**src/rtl/plir_ram.sv**
```systemverilog
// Generic single-write, single-read synchronous RAM with registered read data.
// No dependencies.
module plir_ram #(
    parameter int WIDTH = 64,
    parameter int DEPTH = 64
) (
    input  logic                     i_clk,
    input  logic                     i_we,
    input  logic [$clog2(DEPTH)-1:0] i_waddr,
    input  logic [WIDTH-1:0]         i_wdata,
    input  logic [$clog2(DEPTH)-1:0] i_raddr,
    output logic [WIDTH-1:0]         o_rdata
);
    logic [WIDTH-1:0] r_mem [DEPTH];
    logic [WIDTH-1:0] r_rdata;

    always_ff @(posedge i_clk) begin
        if (i_we) begin
            r_mem[i_waddr] <= i_wdata;
        end
        r_rdata <= r_mem[i_raddr];
    end

    assign o_rdata = r_rdata;
endmodule

```
**config.mk**
```make
export PLATFORM = sky130hd
export DESIGN_NAME = plir_ram
export DESIGN_NICKNAME = d
export VERILOG_FILES = /design/src/rtl/plir_ram.sv
export SDC_FILE = /design/constraint.sdc
export NUM_CORES = 2
export LEC_CHECK = 0
export BUFFER_PORTS_ARGS = -buffer_cell sky130_fd_sc_hd__buf_2
export CORE_MARGIN = 2
export CORE_UTILIZATION = 29
export DETAILED_ROUTE_END_ITERATION = 6
export PLACE_DENSITY = 0.5
export SLEW_MARGIN = 25
export SYNTH_ARGS = -nofsm -noshare
export SYNTH_HDL_FRONTEND = slang
export SYNTH_SLANG_ARGS = --single-unit
export TNS_END_PERCENT = 5
```
**constraint.sdc**
```tcl
create_clock -name i_clk -period 6.25 [get_ports i_clk]
set_input_delay 0 -clock i_clk [delete_from_list [all_inputs] [get_ports i_clk]]
set_output_delay 0 -clock i_clk [all_outputs]
set_load 0.005 [all_outputs]
```
==> flow_summary.toml <==
[pwr]
p_int_mw = 45.8
seqPwrFrac_pct = 53.0
p_sw_mw = 12.8
total_power_mw = 58.6
cellLeakagePower_nw = 55.5
power.density_mw_per_mm2 = 322
p_sw_share_pct = 21.8
max-vdd-ir-drop_v = 0.000232
combPwrFrac_pct = 4.7
clockPowerShare_pct = 42.2

[synth]
synthFlopType = "edfxtp_1"
yosys-top-cells-area = "edfxtp_1 (79%), mux4_2 (15%), mux2i_1 (0.86%)"
synthCells = 6598
ys_types = 33
synthesis.nets = 6676
synth_edf_count = 4096
ys_seq_area_share_pct = 79.5
synth_area_mm2 = 0.156
yosysTopAreaCell = "edfxtp_1"
avgSynthCellArea_um2 = 23.7
ys_seq_elements = 4160
synth_top_area_share_pct = 78.7
ys_warn_count = 0
async_flop_share_pct = 0

[floorplan]
io_pins = 142
rows = 269
core_mm2 = 0.537
die_area_mm2 = 0.545
start_util_pct = 29.1
die_height_um = 738
fp.dieW_um = 738

[setup_path]
critPathCapture = "r_mem[41][31]"
rr_startpoint = "r_mem[51][21]"
cp-end-kind = "flip-flop"
rrSetupSlack_ns = 4.15
crit_start = "i_waddr[2]"
worstRegToRegCells = 5
crit_fanout = 24
crit_type = "in2reg"
r2r_end = "o_rdata[21]"
crit_required_ns = 6.85
critPathArrivalTime_ns = 3.67
start_kind = "input port"

[final_layout]
area_growth_syn_to_layout_pct = 16.4
drive_gt1_share_pct = 27.9
nets = 7187

[clock_tree]
cts_tree = "yes"
clock-sinks = 4160
clockBufferDepth = 4
insertion_delay_ns = 1.01
post_cts_resized = 0
clk_pin_slew_worst_paths_ns = 0.06
htree_levels = 5
root_buffer = "clkbuf_16"
numCtsBuffers = 433

[global_route]
grt_max_degree = 105
grt_pass1_wl_um = 646000
grt_pass1_vias = 76900
grtUsageTotal_pct = 16.9
overflow = 0
antenna_found_initial = 37

[drt]
wl_per_cell_um = 32.2
viasPerCell = 5.11
drtPass1Iterations = 5
drt_iter0_drc = 8148
wirelength_um = 472000
drcViolationCount = 0
ant_nets = 0
vias = 74900

[status]
outcome = "complete, no violations"

[sta]
min_period_over_period_pct = 49.1
fin_worst_skew_ns = 0.0607
final.setup.tns_ns = 0
rsz0062_at_grt = "no"
min_period_ns = 3.07
maxSlewViolCount = 0
worstMarginPinSlew_ns = 1.10
timing.final.hold_violations = 0
setup_viol = 0
max_freq_mhz = 326
slew_headroom_pct = 26.5

[place]
gp_congestion = 0.756
dpl.hpwl_um = 260000
port_buffers = 141

[worst_hold_path]
hold_path_class = "in2reg"

[run]
maxCapViolations = 0
-- through the flow --
stage,instance area [um^2],setup WS [ns],hold WS (ns),std cells,util [%]
global route,182000,3.16,0.0817,14700,33.9
global placement,167000,2.71,0.391,13800,31.1
detailed placement,167000,2.74,0.384,13800,31.2
CTS,182000,3.18,0.0254,14700,33.9
finish,182000,3.18,0.101,14700,33.9
floorplan,156000,0.814,0.0989,6598,-
-- synthesized netlist by cell type (all sizes together) (11+ instances only) --
library cell  instances
nand3                45
dfxtp                64
or3                  29
mux4               1024
and3                 64
buf                 230
mux2i               135
a41oi                26
a22oi               168
nor2b                28
a22o                 88
o22ai                83
nor2                112
a211oi               63
nand2b               11
nand2                58
o221ai               38
edfxtp             4096
a31oi                18
clkbuf              140
or2                  28
a2bb2oi              19
inv                  19
-- cells by family after synthesis --
kind of cell	Yosys count	share of synthesized area, %
compound gates	504	2.48
simple gates	386	1.24
buf+inv	389	1.18
flops	4160	79.5
mux	1159	15.6
-- timing repair --
item	in CTS	in global routing
hold buffers	78	0
setup endpoints to repair	0	0
hold endpoints to repair	4299	0
setup buffers	0	0
-- cell type report --
class / instances / area, um^2
Fill cell: 49700 / 355000
Sequential cell: 4160 / 124000
Multi-Input combinational cell: 2049 / 30800
Clock buffer: 588 / 11600
Tap cell: 7181 / 8980
Timing Repair Buffer: 446 / 4270
Clock inverter: 220 / 1860
Inverter: 19 / 71.3
Antenna cell: 8 / 20.0
-- worst max-delay path: stages --
cell	delay (ns)
dlygate4sd3_1	0.60
buf_2	0.21
nor2_1	0.17
nand3_1	0.64
nor2_4	0.48
buf_4	0.65
buf_4	0.75
-- cells in the final DEF (no fill, tap or decap), drive strengths merged, types with 45 or more instances in the layout --
cell and n:
clkbuf 588, mux4 1024, nand3 45, nand2 58, and3 64, buf 368, a22oi 168, dfxtp 64
edfxtp 4096, dlygate4sd3 78, a211oi 63, clkinv 171, a22o 88, nor2 112, o22ai 83, mux2i 135
-- how the worst min path moves through the flow --
stage	from	end	cells after the start
after floorplan	i_wdata[0]	r_mem[0][0]	0
after global placement	o_rdata[50]	o_rdata[50]	1
after detailed placement	o_rdata[50]	o_rdata[50]	1
after CTS	i_wdata[55]	r_mem[34][55]	2
after global routing	i_wdata[56]	r_mem[36][56]	2
final	i_wdata[56]	r_mem[36][56]	2
-- per-layer routing --
metal  track usage [%]  part of all wire, %
met1              23.3                   42
met2              28.3                   49
met5                 0                0.011
met3              2.38                  6.0
met4              4.23                  2.7
-- state kept, by name, indices dropped and copies added (netlist names) --
name	cells
r_mem	4096
o_rdata	64
-- power groups by stage --
stage	Sequential [mW]	Clock (mW)	Combinational (mW)
CTS	31.1	25.2	2.83
detailed placement	31.7	0	2.76
floorplan	31.5	0	1.44
global route	31.1	26.3	2.95
finish	31.1	24.7	2.77
global placement	31.7	0	2.72
No activity file was read; power rests on OpenSTA's default activity.
